## src/gn3d_pkg.sv

```systemverilog
`timescale 1ns / 1ps
`default_nettype none
package gn3d_pkg;

    localparam int FRAC_BITS     = 16;
    localparam int OUT_FRAC_BITS = 14;
    localparam int COORD_W       = 32;
    localparam int OUT_W         = 16;
    localparam int CELL_W        = 8;

    localparam int FW = FRAC_BITS + 5;
    localparam int WW = FRAC_BITS + 2;
    localparam int NW = FRAC_BITS + 3;
    localparam int PW = 2 * FRAC_BITS + 6;
    localparam int XW = NW + OUT_FRAC_BITS + 1;

    localparam int SH_DN = (FRAC_BITS >= OUT_FRAC_BITS) ? FRAC_BITS - OUT_FRAC_BITS : 0;
    localparam int SH_UP = (FRAC_BITS < OUT_FRAC_BITS) ? OUT_FRAC_BITS - FRAC_BITS : 0;

    typedef logic        [FRAC_BITS-1:0] t_frac;
    typedef logic        [CELL_W-1:0]    t_cell;
    typedef logic signed [FW-1:0]        t_fw;
    typedef logic signed [WW-1:0]        t_wt;
    typedef logic signed [NW-1:0]        t_noise;
    typedef logic signed [PW-1:0]        t_prod;
    typedef logic signed [XW-1:0]        t_wide;
    typedef logic        [3:0]           t_gidx;
    typedef logic        [5:0]           t_grad;

    localparam t_wt   ONE      = t_wt'(1) <<< FRAC_BITS;
    localparam t_prod RND_HALF = t_prod'(1) <<< (FRAC_BITS - 1);
    localparam t_wide OUT_BIAS = (SH_DN == 0) ? t_wide'(0) : (t_wide'(1) <<< (SH_DN - 1));
    localparam t_wide OUT_MAX  = t_wide'(32767);
    localparam t_wide OUT_MIN  = -t_wide'(32768);

    localparam logic [7:0] PERM [256] = '{
        151,160,137,91,90,15,131,13,201,95,96,53,194,233,7,225,140,36,103,30,69,142,
        8,99,37,240,21,10,23,190,6,148,247,120,234,75,0,26,197,62,94,252,219,203,117,
        35,11,32,57,177,33,88,237,149,56,87,174,20,125,136,171,168,68,175,74,165,71,
        134,139,48,27,166,77,146,158,231,83,111,229,122,60,211,133,230,220,105,92,41,
        55,46,245,40,244,102,143,54,65,25,63,161,1,216,80,73,209,76,132,187,208,89,
        18,169,200,196,135,130,116,188,159,86,164,100,109,198,173,186,3,64,52,217,226,
        250,124,123,5,202,38,147,118,126,255,82,85,212,207,206,59,227,47,16,58,17,182,
        189,28,42,223,183,170,213,119,248,152,2,44,154,163,70,221,153,101,155,167,43,
        172,9,129,22,39,253,19,98,108,110,79,113,224,232,178,185,112,104,218,246,97,
        228,251,34,242,193,238,210,144,12,191,179,162,241,81,51,145,235,249,14,239,
        107,49,192,214,31,181,199,106,157,184,84,204,176,115,121,50,45,127,4,150,254,
        138,236,205,93,222,114,67,29,24,72,243,141,128,195,78,66,215,61,156,180
    };

    typedef t_gidx t_gidx_tab [256];

    function automatic t_gidx_tab build_hash_grad();
        t_gidx_tab tab;
        for (int i = 0; i < 256; i++) begin
            tab[i] = t_gidx'(PERM[i] % 12);
        end
        return tab;
    endfunction

    localparam t_gidx_tab HASH_GRAD = build_hash_grad();

    // components x,y,z as 2-bit signed
    localparam t_grad GRAD_TABLE [12] = '{
        6'b01_01_00, 6'b11_01_00, 6'b01_11_00, 6'b11_11_00,
        6'b01_00_01, 6'b11_00_01, 6'b01_00_11, 6'b11_00_11,
        6'b00_01_01, 6'b00_11_01, 6'b00_01_11, 6'b00_11_11
    };

    function automatic t_noise grad_term(logic [1:0] c, t_wt o);
        t_noise r;
        unique case (c)
            2'b01:   r = t_noise'(o);
            2'b11:   r = -t_noise'(o);
            default: r = '0;
        endcase
        return r;
    endfunction

    function automatic t_noise grad_dot(t_gidx gi, t_wt ox, t_wt oy, t_wt oz);
        t_grad g;
        g = (gi < 4'd12) ? GRAD_TABLE[gi] : '0;
        return grad_term(g[5:4], ox) + grad_term(g[3:2], oy) + grad_term(g[1:0], oz);
    endfunction

    // round half up, then drop FRAC_BITS
    function automatic t_prod rnd(t_prod v);
        return (v + RND_HALF) >>> FRAC_BITS;
    endfunction

    function automatic t_noise mix(t_noise p, t_noise q, t_wt w);
        t_prod d;
        t_prod prod;
        d    = t_prod'(q) - t_prod'(p);
        prod = d * t_prod'(w);
        return p + t_noise'(rnd(prod));
    endfunction

endpackage
`default_nettype wire

```

## src/gn3d_fade.sv

```systemverilog
`timescale 1ns / 1ps
`default_nettype none
module gn3d_fade import gn3d_pkg::*; (
    input  wire logic  i_clk,
    input  wire t_frac i_frac,
    output t_wt        o_w
);

    t_fw   f0, n_b, n_c, n_d;
    t_prod n_p1, n_p2, n_p3, n_p4, e;
    t_frac r_f1, r_f2, r_f3;
    t_prod r_p1, r_p2, r_p3, r_p4;
    t_wt   r_w;

    always_comb begin
        f0   = t_fw'({1'b0, i_frac});
        n_p1 = t_prod'(t_fw'(6) * f0 - t_fw'(15) * t_fw'(ONE)) * t_prod'(f0);
        n_b  = t_fw'(rnd(r_p1)) + t_fw'(10) * t_fw'(ONE);
        n_p2 = t_prod'(n_b) * t_prod'({1'b0, r_f1});
        n_c  = t_fw'(rnd(r_p2));
        n_p3 = t_prod'(n_c) * t_prod'({1'b0, r_f2});
        n_d  = t_fw'(rnd(r_p3));
        n_p4 = t_prod'(n_d) * t_prod'({1'b0, r_f3});
        e    = rnd(r_p4);
    end

    always_ff @(posedge i_clk) begin
        r_f1 <= i_frac;
        r_f2 <= r_f1;
        r_f3 <= r_f2;
        r_p1 <= n_p1;
        r_p2 <= n_p2;
        r_p3 <= n_p3;
        r_p4 <= n_p4;
        if (e < 0) begin
            r_w <= '0;
        end else if (e > t_prod'(ONE)) begin
            r_w <= ONE;
        end else begin
            r_w <= t_wt'(e);
        end
    end

    assign o_w = r_w;

endmodule
`default_nettype wire

```

## config.mk

```make
export PLATFORM = sky130hd
export DESIGN_NAME = gn3d_fade
export DESIGN_NICKNAME = d
export VERILOG_FILES = /design/src/gn3d_pkg.sv /design/src/gn3d_fade.sv
export SDC_FILE = /design/constraint.sdc
export NUM_CORES = 2
export LEC_CHECK = 0
export BUFFER_PORTS_ARGS = -buffer_cell sky130_fd_sc_hd__buf_4
export CAP_MARGIN = 25
export CELL_PAD_IN_SITES_DETAIL_PLACEMENT = 0
export CELL_PAD_IN_SITES_GLOBAL_PLACEMENT = 1
export CORE_ASPECT_RATIO = 0.8
export CORE_UTILIZATION = 40
export CTS_BUF_LIST = sky130_fd_sc_hd__clkbuf_16
export DETAILED_ROUTE_END_ITERATION = 6
export PLACE_DENSITY_LB_ADDON = 0.1
export SLEW_MARGIN = 20
export SYNTH_ARGS = -nofsm -noshare
export SYNTH_HDL_FRONTEND = slang
export SYNTH_SLANG_ARGS = --single-unit
```

## constraint.sdc

```tcl
create_clock -name i_clk -period 10.38 [get_ports i_clk]
set_input_delay 1.038 -clock i_clk [delete_from_list [all_inputs] [get_ports i_clk]]
set_output_delay 1.038 -clock i_clk [all_outputs]
set_load 0.05 [all_outputs]
```

==> impl_metrics.tcl <==
set metrics [dict create \
    status "finished, final reports clean" \
    final_hold_viol_count 0 \
    num_rows 118 \
    vias 35490 \
    finalWeightedCongestion 0.8044 \
    setup_viol_count_final 0 \
    worst_setup_path_start_kind "primary input" \
    firstDrtPassIters 5 \
    grt_max_degree 29 \
    drive_gt1_share_pct 3.823 \
    required_ns 10.77 \
    synth_flop_cell "dfxtp_1" \
    antenna_found_initial 0 \
    ctsRootBufferMaster "clkbuf_16" \
    syn-cell-area_um2 52320 \
    coreArea_um2 129600 \
    reg2reg_depth 30 \
    grtUsageTotal_pct 21.20 \
    ant_nets 0 \
    place_ws_ns 0.4776 \
    yosysSeqAreaShare_pct 5.931 \
    whs_path_depth 2 \
    slowest_stage "or3_1" \
    grt_overflow 0 \
    finalWorstPathRequiredPeriod_ns 9.420 \
    wl_mm 130.1 \
    yosys.area_share.simple_pct 15.45 \
    crit_path_frequent_cell "fa_1" \
    cts-buffers-inserted 17 \
    final_common_cell "inv_1" \
    final_cells 7471 \
    dp.cells 7435 \
    synth_fp_nets 7463 \
    relSlewSlack_pct 22.99 \
    use_met2_pct 30.20 \
    synthAdderAreaFrac_pct 59.05 \
    layout_common_cells "inv_1, fa_1, nand2_1, and2_1, ha_1" \
    cts_sinks 155 \
    die_h_um 325.5 \
    synth_cell_types 70 \
    port_buffers 34 \
    num_io_pins 35 \
    areaGrowthSynthToFinish_pct 6.136 \
    hold_buffers 0 \
    clk_latency_ns 0.51 \
    via_per_inst 4.750 \
    hpwl_mm 109.2 \
    final.setup_skew_ns 0.02140 \
    min_period_over_period_pct 90.75 \
    wl_per_cell_um 17.42 \
    cp_max_fo 9 \
    min_path_type "reg2reg" \
    tightestPinTransition_ns 1.149 \
    htree_levels 4 \
    setup_tns_ns 0 \
    synthCells 5759 \
    drv_cap 0 \
    grt_busiest_layer "met1" \
    start_util_pct 40.36 \
    cts-resized-gates 0 \
    synth-compound-area-share_pct 3.592 \
    cts_tree "done" \
    synth_edf_count 0 \
    grt_util_met3_pct 2.473 \
    drc 0 \
    cp.arrival_ns 9.81 \
    reg2reg_slack_ns 1.85 \
    slew_violations 0 \
    setup_slack_ns 0.9604 \
    die_w_um 406.4 \
    utilization_pct 42.84 \
    fmax_ghz 0.1062 \
    clkTransAtPathRegs_ns 0.09 \
    syn_avg_cell_area_um2 9.085 \
    cts.path.max_buffers 2 \
    first_iter_violations 1902 \
    path_class "in2reg" \
    synth-seq-cells 155 \
    grtUsageMet1_pct 34.73 \
    grt_pass1_wl_mm 218.9 \
    crit_path_max_incr_delay_ns 0.55 \
    grt_setup_unrepaired "false" \
    synth_top_family_by_area "adder cells" \
    die-area_um2 132300 \
    ys.warnings.count 0 \
    synth-xor-area-share_pct 3.432 \
    synth_mux_area_share_pct 0.07892 \
    endpoint_kind "flip-flop" \
    cts_post_setup_buffers_inserted 0 \
    layout.nets 7420 \
    async_flop_share_pct 0 \
    grt_pass1_vias 39090 \
]
cells in the mapped netlist, types with 50 or more instances:
cell / instances / area, um^2
a21oi_1: 98 / 490.5
and2_1: 499 / 3122
clkbuf_1: 213 / 799.5
dfxtp_1: 155 / 3103
fa_1: 1304 / 26110
ha_1: 383 / 4792
inv_1: 1519 / 5702
nand2_1: 828 / 3108
nand3_1: 68 / 340.3
nor2_1: 113 / 424.2
o21ai_0: 50 / 250.2
xnor2_1: 149 / 1305
xor2_1: 56 / 490.5
critical path, delay by kind of cell:
family	cells	cell delay, ns
AOI/OAI and AO/OA	11	2.68
adders and majority gates	10	4.17
buffers and inverters	7	0.43
and+or+nand+nor	5	1.15
xor gates and xnor gates	2	0.31
layout make-up:
class / instances / area, um^2
timing repair buffer: 153 / 1156
multi-input combinational: 3868 / 42810
antenna: 2 / 5.005
fill: 13260 / 74100
clock inverter: 15 / 148.9
inverter: 1521 / 5709
tap: 1740 / 2177
sequential: 155 / 3103
clock buffer: 17 / 425.4
state kept, by name, summed over array words and instances (netlist names):
signal  flops
o_w        18
r_f1       15
r_f2       16
r_f3       16
r_p1       23
r_p2       22
r_p3       22
r_p4       23
through the flow:
step	hold WS, ns	instance area, um^2
global route	0.5933	55530
finish	0.5638	55530
floorplan	0.3416	52320
global placement	0.5601	54930
detailed placement	0.5535	54930
CTS	0.5649	55500
final timing paths:
kind         startpoint        to
min reg2reg    r_p4[21]    o_w[5]
min            r_p4[21]    o_w[5]
max           i_frac[1]  r_p1[36]
max reg2reg    r_p1[19]  r_p2[36]
layer usage:
metal	vias to the layer above	wire, um
li1	16540	-
met1	18300	70950
met2	586	52420
met3	67	5572
met4	0	1190
met5	-	0
cell families after synthesis:
| kind of cell | after synthesis |
|---|---|
| buffers and inverters | 1736 |
| adders and majority gates | 1687 |
| and+or+nand+nor | 1681 |
| xor gates and xnor gates | 205 |
| DFF | 155 |
| other | 1 |
| muxes | 4 |
| AOI/OAI and AO/OA | 290 |
Power is not shown: default switching activity piles up to over one toggle a cycle in this logic, so the estimate is an artifact.
